--- config.mk ---
export PLATFORM = sky130hd
export DESIGN_NAME = sorted_timer_queue_flat
export DESIGN_NICKNAME = d
export VERILOG_FILES = /design/src/stq_pkg.sv /design/src/stq_if.sv /design/src/stq_datapath.sv /design/src/stq_ctrl.sv /design/src/sorted_timer_queue.sv /design/src/flat_wrapper.sv
export SDC_FILE = /design/constraint.sdc
export NUM_CORES = 2
export LEC_CHECK = 0
export BUFFER_PORTS_ARGS = -buffer_cell sky130_fd_sc_hd__buf_2
export CORE_MARGIN = 10
export CORE_UTILIZATION = 50
export CTS_CLUSTER_DIAMETER = 150
export CTS_CLUSTER_SIZE = 14
export DETAILED_ROUTE_END_ITERATION = 16
export GPL_ROUTABILITY_DRIVEN = 0
export GPL_TIMING_DRIVEN = 0
export PLACE_DENSITY = 0.67
export SLEW_MARGIN = 25
export SYNTH_ARGS = -nofsm -noshare
export SYNTH_HDL_FRONTEND = slang
export SYNTH_HIERARCHICAL = 1
export SYNTH_SLANG_ARGS = --single-unit
--- constraint.sdc ---
create_clock -name clk -period 6.41 [get_ports clk]
set_input_delay 0.3205 -clock clk [delete_from_list [all_inputs] [get_ports clk]]
set_output_delay 0.3205 -clock clk [all_outputs]
set_load 0.01 [all_outputs]
--- src/stq_pkg.sv ---
package stq_pkg;
  localparam int SLOTS_DEF     = 16;
  localparam int TIME_BITS_DEF = 32;
  localparam int ID_W          = 4;
  localparam int TV_W          = 32;
  localparam int MAX_OUT       = 16;

  typedef enum logic [1:0] {
    MODE_ADD    = 2'd0,
    MODE_DELETE = 2'd1,
    MODE_MODIFY = 2'd2,
    MODE_TICK   = 2'd3
  } mode_t;

  typedef struct packed {
    logic [1:0] mode;
    logic [3:0] timer_id;
    logic [31:0] time_value;
  } in_req_t;

  typedef struct packed {
    logic        expired_valid;
    logic [3:0]  expired_id;
    logic        was_pending;
    logic        head_changed;
    logic [31:0] next_expiry;
    logic        queue_empty;
    logic        last;
  } out_req_t;

  // controller -> datapath commands
  typedef struct packed {
    logic load;    // capture incoming request
    logic unlink;  // remove addressed slot from the row
    logic link;    // insert addressed slot into the row
    logic pop;     // remove head
  } stq_cmd_t;

  // datapath -> controller status
  typedef struct packed {
    logic is_tick;
    logic is_delete;
    logic id_bad;
    logic head_due;
  } stq_sts_t;
endpackage

--- src/stq_if.sv ---
interface stq_in_if;
  import stq_pkg::*;
  logic    valid;
  logic    ready;
  in_req_t data;
  modport source (output valid, output data, input ready);
  modport sink   (input valid, input data, output ready);
endinterface

interface stq_out_if;
  import stq_pkg::*;
  logic     valid;
  logic     ready;
  out_req_t data;
  modport source (output valid, output data, input ready);
  modport sink   (input valid, input data, output ready);
endinterface

--- src/stq_datapath.sv ---
module stq_datapath #(
  parameter int SLOTS     = stq_pkg::SLOTS_DEF,
  parameter int TIME_BITS = stq_pkg::TIME_BITS_DEF
) (
  input  logic                 clk,
  input  logic                 rst_n,
  input  stq_pkg::in_req_t     req,
  input  stq_pkg::stq_cmd_t    cmd,
  output stq_pkg::stq_sts_t    sts,
  output logic                 was_pending,
  output logic                 head_changed,
  output logic [3:0]           head_id,
  output logic [31:0]          next_expiry,
  output logic                 queue_empty,
  output logic [31:0]          fin_expiry,
  output logic                 fin_empty
);
  import stq_pkg::*;
  localparam int SW = $clog2(SLOTS);
  localparam int CW = $clog2(SLOTS + 1);

  // sorted cell row: each cell holds a slot id and its expiry
  logic [SW-1:0]        cid_r   [SLOTS];
  logic [TIME_BITS-1:0] cexp_r  [SLOTS];
  logic [SLOTS-1:0]     pend_r;
  logic [CW-1:0]        cnt_r;
  logic [1:0]           mode_r;
  logic [3:0]           id_r;
  logic [TIME_BITS-1:0] t_r;
  logic                 wp_r, hc_r;

  logic [SW-1:0] sid;
  logic          bad;
  logic [SLOTS-1:0] occ, le, match, fh;

  assign bad = ({28'd0, id_r} >= 32'(SLOTS));
  assign sid = SW'(id_r);

  always_comb begin
    for (int i = 0; i < SLOTS; i++) begin
      occ[i]   = (CW'(i) < cnt_r);
      le[i]    = occ[i] && (cexp_r[i] <= t_r);
      match[i] = occ[i] && (cid_r[i] == sid);
    end
  end

  // head left once a tick has popped every due entry (at most MAX_OUT of them)
  always_comb begin
    fin_expiry = '0;
    for (int i = 0; i < SLOTS; i++) begin
      if (i < MAX_OUT)
        fh[i] = occ[i] && !le[i] && (i == 0 || le[(i == 0) ? 0 : i-1]);
      else if (i == MAX_OUT)
        fh[i] = occ[i] && le[(i == 0) ? 0 : i-1];
      else
        fh[i] = 1'b0;
      if (fh[i]) fin_expiry = fin_expiry | 32'(cexp_r[i]);
    end
    fin_empty = ~|fh;
  end

  always_ff @(posedge clk) begin
    if (!rst_n) begin
      pend_r <= '0;
      cnt_r  <= '0;
      wp_r   <= 1'b0;
      hc_r   <= 1'b0;
    end else if (cmd.load) begin
      mode_r <= req.mode;
      id_r   <= req.timer_id;
      t_r    <= TIME_BITS'(req.time_value);
      wp_r   <= 1'b0;
      hc_r   <= 1'b0;
    end else if (cmd.unlink) begin
      if (!bad && pend_r[sid]) begin
        wp_r <= 1'b1;
        pend_r[sid] <= 1'b0;
        cnt_r <= cnt_r - 1'b1;
        for (int i = 0; i < SLOTS - 1; i++) begin
          if (|(match & ((SLOTS)'(2) << i) - 1'b1)) begin
            cid_r[i]  <= cid_r[i+1];
            cexp_r[i] <= cexp_r[i+1];
          end
        end
      end
    end else if (cmd.link) begin
      if (!bad && cnt_r < CW'(SLOTS)) begin
        pend_r[sid] <= 1'b1;
        cnt_r <= cnt_r + 1'b1;
        hc_r  <= !le[0];
        for (int i = 0; i < SLOTS; i++) begin
          if (!le[i] && (i == 0 || le[(i == 0) ? 0 : i-1])) begin
            cid_r[i]  <= sid;
            cexp_r[i] <= t_r;
          end else if (i > 0 && !le[(i == 0) ? 0 : i-1] && occ[(i == 0) ? 0 : i-1]) begin
            cid_r[i]  <= cid_r[(i == 0) ? 0 : i-1];
            cexp_r[i] <= cexp_r[(i == 0) ? 0 : i-1];
          end
        end
      end
    end else if (cmd.pop) begin
      pend_r[cid_r[0]] <= 1'b0;
      cnt_r <= cnt_r - 1'b1;
      for (int i = 0; i < SLOTS - 1; i++) begin
        cid_r[i]  <= cid_r[i+1];
        cexp_r[i] <= cexp_r[i+1];
      end
    end
  end

  assign sts.is_tick   = (mode_r == MODE_TICK);
  assign sts.is_delete = (mode_r == MODE_DELETE);
  assign sts.id_bad    = bad;
  assign sts.head_due  = le[0];
  assign was_pending   = wp_r;
  assign head_changed  = hc_r;
  assign head_id       = 4'(cid_r[0]);
  assign queue_empty   = (cnt_r == '0);
  assign next_expiry   = queue_empty ? 32'd0 : 32'(cexp_r[0]);
endmodule

--- src/stq_ctrl.sv ---
module stq_ctrl (
  input  logic              clk,
  input  logic              rst_n,
  stq_in_if.sink            in_ch,
  stq_out_if.source         out_ch,
  output stq_pkg::stq_cmd_t cmd,
  input  stq_pkg::stq_sts_t sts,
  input  logic              was_pending,
  input  logic              head_changed,
  input  logic [3:0]        head_id,
  input  logic [31:0]       next_expiry,
  input  logic              queue_empty,
  input  logic [31:0]       fin_expiry,
  input  logic              fin_empty
);
  import stq_pkg::*;
  typedef enum logic [2:0] {S_IDLE, S_UNLINK, S_LINK, S_TICK, S_EMIT, S_WAIT} state_t;
  state_t state_r, state_nxt;
  logic [4:0] n_r, n_nxt;
  logic [3:0] pid_r, pid_nxt;
  logic ov_r, ov_nxt;
  out_req_t od_r, od_nxt;
  logic [31:0] fx_r, fx_nxt;
  logic fe_r, fe_nxt;
  logic more;

  assign in_ch.ready  = (state_r == S_IDLE);
  assign out_ch.valid = ov_r;
  assign out_ch.data  = od_r;
  assign more = sts.head_due && (n_r < 5'(MAX_OUT));

  always_comb begin
    state_nxt = state_r;
    n_nxt = n_r; pid_nxt = pid_r; ov_nxt = ov_r; od_nxt = od_r;
    fx_nxt = fx_r; fe_nxt = fe_r;
    cmd = '0;
    if (ov_r && out_ch.ready) ov_nxt = 1'b0;
    unique case (state_r)
      S_IDLE: if (in_ch.valid) begin
        cmd.load = 1'b1;
        n_nxt = '0;
        state_nxt = (in_ch.data.mode == MODE_TICK) ? S_TICK : S_UNLINK;
      end
      S_UNLINK: begin
        cmd.unlink = 1'b1;
        state_nxt = (sts.is_delete || sts.id_bad) ? S_WAIT : S_LINK;
      end
      S_LINK: begin
        cmd.link = 1'b1;
        state_nxt = S_WAIT;
      end
      S_WAIT: if (!ov_r || out_ch.ready) begin
        ov_nxt = 1'b1;
        od_nxt = '{1'b0, 4'd0, was_pending, head_changed, next_expiry, queue_empty, 1'b1};
        state_nxt = S_IDLE;
      end
      S_TICK: begin
        // every result of a tick reports the list as it stands after all pops
        if (more) begin
          cmd.pop = 1'b1;
          pid_nxt = head_id;
          fx_nxt = fin_expiry;
          fe_nxt = fin_empty;
          n_nxt = n_r + 1'b1;
          state_nxt = S_EMIT;
        end else if (n_r == '0) begin
          if (!ov_r || out_ch.ready) begin
            ov_nxt = 1'b1;
            od_nxt = '{1'b0, 4'd0, 1'b0, 1'b0, next_expiry, queue_empty, 1'b1};
            state_nxt = S_IDLE;
          end
        end
      end
      S_EMIT: if (!ov_r || out_ch.ready) begin
        ov_nxt = 1'b1;
        od_nxt = '{1'b1, pid_r, 1'b0, 1'b0, fx_r, fe_r, !more};
        if (more) begin
          // next pop proceeds alongside this result
          cmd.pop = 1'b1;
          pid_nxt = head_id;
          n_nxt = n_r + 1'b1;
          state_nxt = S_EMIT;
        end else begin
          state_nxt = S_IDLE;
        end
      end
      default: state_nxt = S_IDLE;
    endcase
  end

  always_ff @(posedge clk) begin
    if (!rst_n) begin
      state_r <= S_IDLE;
      ov_r <= 1'b0;
      n_r <= '0;
    end else begin
      state_r <= state_nxt;
      ov_r <= ov_nxt;
      n_r <= n_nxt;
      pid_r <= pid_nxt;
      od_r <= od_nxt;
      fx_r <= fx_nxt;
      fe_r <= fe_nxt;
    end
  end
endmodule

--- src/sorted_timer_queue.sv ---
// sorted_timer_queue: sorted timer list held in a shifting cell row.
// Add/modify loads the request, unlinks the old entry, links the new one
// and registers the result; delete or an out-of-range id skips the link.
// A tick with nothing due gives a single result; one popping n timers gives
// one result per cycle while the sink does not stall. Requests are taken only
// while idle. Reset: synchronous active-low rst_n empties the list.
module sorted_timer_queue #(
  parameter int SLOTS     = stq_pkg::SLOTS_DEF,
  parameter int TIME_BITS = stq_pkg::TIME_BITS_DEF
) (
  input logic       clk,
  input logic       rst_n,
  stq_in_if.sink    in_ch,
  stq_out_if.source out_ch
);
  import stq_pkg::*;
  stq_cmd_t cmd;
  stq_sts_t sts;
  logic wp, hc, qe, fe;
  logic [3:0] hid;
  logic [31:0] nx, fx;

  // datapath: cell row, pending bits, count
  stq_datapath #(.SLOTS(SLOTS), .TIME_BITS(TIME_BITS)) u_dp (
    .clk, .rst_n, .req(in_ch.data), .cmd, .sts,
    .was_pending(wp), .head_changed(hc), .head_id(hid),
    .next_expiry(nx), .queue_empty(qe),
    .fin_expiry(fx), .fin_empty(fe)
  );

  // controller: sequences unlink/link/pop and drives the result register
  stq_ctrl u_ctrl (
    .clk, .rst_n, .in_ch, .out_ch, .cmd, .sts,
    .was_pending(wp), .head_changed(hc), .head_id(hid),
    .next_expiry(nx), .queue_empty(qe),
    .fin_expiry(fx), .fin_empty(fe)
  );
endmodule

--- src/flat_wrapper.sv ---
// flat-port wrapper written by rule: the top's interface ports become plain ports
module sorted_timer_queue_flat import stq_pkg::*;
#(
  parameter int SLOTS     = stq_pkg::SLOTS_DEF,
  parameter int TIME_BITS = stq_pkg::TIME_BITS_DEF
)
  (clk, rst_n, in_ch_valid, in_ch_data, in_ch_ready, out_ch_valid, out_ch_data, out_ch_ready);
  stq_in_if in_ch_i ();
  stq_out_if out_ch_i ();
  input logic clk;
  input logic rst_n;
  input wire logic [$bits(in_ch_i.valid)-1:0] in_ch_valid;
  input wire logic [$bits(in_ch_i.data)-1:0] in_ch_data;
  output wire logic [$bits(in_ch_i.ready)-1:0] in_ch_ready;
  output wire logic [$bits(out_ch_i.valid)-1:0] out_ch_valid;
  output wire logic [$bits(out_ch_i.data)-1:0] out_ch_data;
  input wire logic [$bits(out_ch_i.ready)-1:0] out_ch_ready;
  assign in_ch_i.valid = in_ch_valid;
  assign in_ch_i.data = in_ch_data;
  assign in_ch_ready = in_ch_i.ready;
  assign out_ch_valid = out_ch_i.valid;
  assign out_ch_data = out_ch_i.data;
  assign out_ch_i.ready = out_ch_ready;
  sorted_timer_queue #(.SLOTS(SLOTS), .TIME_BITS(TIME_BITS)) u_core (.clk(clk), .rst_n(rst_n), .in_ch(in_ch_i), .out_ch(out_ch_i));
endmodule
==> flow_metrics.tcl <==
set metrics [dict create \
    cts_root_buffer "clkbuf_16" \
    drt_iter0_markers 8043 \
    start_util_pct 50.5 \
    ios 85 \
    routedWlPerCell_um 31.8 \
    nets 5668 \
    wirelength_um 206000 \
    die_area_um2 115000 \
    gr-usage-met3_pct 14.2 \
    comb_power_share_pct 28.4 \
    syn-num-nets 5410 \
    grt_max_degree 39 \
    grt_overflow 0 \
    end_kind "register" \
    drive_above_1_share_pct 11.8 \
    grt_pass1_vias 42200 \
    critPathRequiredTime_ns 6.73 \
    final_cell_area_um2 55800 \
    hold_viol 0 \
    critical-path-top-delay-family "simple AND/OR/NAND/NOR gates" \
    tightest_slew_ns 1.26 \
    path_max_fanout 17 \
    grtUsageTotal_pct 34.2 \
    grtUsageMet1_pct 44.2 \
    fin_skew_ns 0.0255 \
    cts_buffer_depth 3 \
    drt_pre_antenna_iters 13 \
    power.switching_mw 4.46 \
    fp-row-count 116 \
    netlist_area_um2 50700 \
    period_needed_ns 6.40 \
    grt_pass1_wl_um 290000 \
    cts-buffers-inserted 57 \
    htreeDepth 2 \
    arrival_ns 6.72 \
    slew_headroom_pct 16.3 \
    fin_cells 6486 \
    layout.cells.most_common_list "edfxtp_1 (692), a21oi_1 (579), ha_1 (518), nor2_1 (462), mux2i_1 (400)" \
    worstPathCellList "clkinvlp_4 -> buf_4 -> ha_1 -> nand4_1 -> nor4_1 -> nand2_1 -> o2bb2ai_1 -> nor3b_2 -> buf_4 -> clkbuf_1 -> a222oi_1 -> and3_1 -> nand4_1" \
    finalMaxSlewViolations 0 \
    dp.cells 6319 \
    synth_cells 4850 \
    drc_errors 0 \
    finalSetupViolCount 0 \
    grt-busiest-layer "met2" \
    hp-start "out_ch_ready" \
    rsz0062_at_grt "no" \
    ant_nets 0 \
    cts.sinks 724 \
    run_status "finished, final reports clean" \
    p_sw_share_pct 35.2 \
    viasPerCell 6.91 \
    power_leakage_nw 21.5 \
    p_int_mw 8.19 \
    clock_latency_ns 0.72 \
    post_dp_cell_area_um2 53300 \
    crit_start "u_core/u_dp/t_r[31]" \
    p_seq_share_pct 44.1 \
    critical_path_buf_inv_count 4 \
    avgSynthCellArea_um2 10.5 \
    cts_tree "yes" \
    clk_pin_slew_worst_paths_ns 0.07 \
    max_cap_viol_count 0 \
    p_clk_share_pct 27.5 \
    critPathSlowestCell "o2bb2ai_1" \
    die_h_um 338 \
    hold_class "in -> reg" \
    use_met2_pct 48.1 \
    cp-start-kind "register" \
    rr_startpoint "u_core/u_dp/t_r[31]" \
    final_common_cell "edfxtp_1" \
    portBuffers 84 \
    synth-warning-count 6 \
    dp_hpwl_um 160000 \
    vias 44800 \
    power_density_nw_per_um2 226 \
    areaGrowthSynthToFinish_pct 10.2 \
    dieWidth_um 338 \
    max_clock_freq_ghz 0.156 \
    antenna_found_initial 19 \
    slowest_delay_ns 0.93 \
    fin_crit_sh_pct 99.9 \
    nFillCells 8849 \
    coreArea_um2 100000 \
    path_class "reg -> reg" \
    peakVddDrop_v 0.000241 \
]
-- path summary, 6_finish.rpt --
path,end,slack [ns],depth (start not counted)
worst max register to register,u_core/u_ctrl/fx_r[22],0.006,13
worst max-delay path,u_core/u_ctrl/fx_r[22],0.006,13
worst min register to register,u_core/u_dp/was_pending,0.46,2
worst min-delay path,u_core/u_ctrl/state_r[1],0.05,4
-- worst register-to-register path, cell delays in order, from the launching register on --
cell and delay [ns]:
edfxtp_1 0.58, clkinvlp_4 0.42, buf_4 0.38, ha_1 0.40, nand4_1 0.21, nor4_1 0.60
nand2_1 0.11, o2bb2ai_1 0.93, nor3b_2 0.24, buf_4 0.28, clkbuf_1 0.42, a222oi_1 0.82
and3_1 0.29, nand4_1 0.34
-- sequential cells by signal (all words and copies together) (netlist names), 5 cells and up --
register,cells
u_core/u_dp/pend_r,16
u_core/u_dp/cexp_r,512
u_core/u_ctrl/out_ch.data,41
u_core/u_ctrl/fx_r,32
u_core/u_dp/cnt_r,5
u_core/u_dp/t_r,32
u_core/u_ctrl/n_r,5
u_core/u_dp/cid_r,64
-- final cells by class --
class | instances | area [µm²] | area share, %
multi-input cells | 3761 | 27900 | 49.9
flip-flops and latches | 724 | 21400 | 38.4
well taps | 1357 | 1700 | 3.04
repair buffers | 199 | 1640 | 2.93
clock buffers | 72 | 1530 | 2.73
plain buffers | 298 | 1300 | 2.33
inverters | 67 | 330 | 0.591
clock inverters | 2 | 38.8 | 0.0695
diodes | 6 | 15.0 | 0.0269
-- per-stage QoR --
step / utilization (%) / worst slack [ns] / total power [mW] / hold slack, ns / setup TNS [ns]
2_1_floorplan: - / 0.482 / 7.46 / 0.415 / 0
3_3_place_gp: 52.6 / -4.13 / 8.81 / 0.454 / -428.77
3_5_place_dp: 53.1 / -0.621 / 8.91 / 0.458 / -73.77
4_1_cts: 55.3 / 0.000203 / 12.4 / 0.0180 / 0
5_1_grt: 55.7 / 0.0371 / 12.9 / 0.0815 / 0
6_report: 55.7 / 0.00574 / 12.6 / 0.0453 / 0
-- power groups by stage --
stage,combinational [mW],sequential [mW],clock [mW]
after floorplan,1.84,5.61,0
after detailed placement,3.24,5.66,0
final,3.59,5.58,3.48
after CTS,3.32,5.56,3.50
after global routing,3.69,5.58,3.67
after global placement,3.13,5.67,0
-- routing by layer --
metal | vias to the layer above | wire (µm)
met5 | - | 205
met4 | 26 | 13900
met3 | 806 | 34100
met2 | 3606 | 82500
met1 | 21200 | 75300
li1 | 19200 | -
-- repair_timing --
item | 4_1_cts | 5_1_grt
setup endpoints to repair | 252 | 293
resized for setup | 17 | 12
buffers inserted | 18 | 29
hold buffers | 39 | 0
hold endpoints to repair | 40 | 0
gates cloned | 1 | 0
Note: power is estimated with default switching activity, not from simulation.
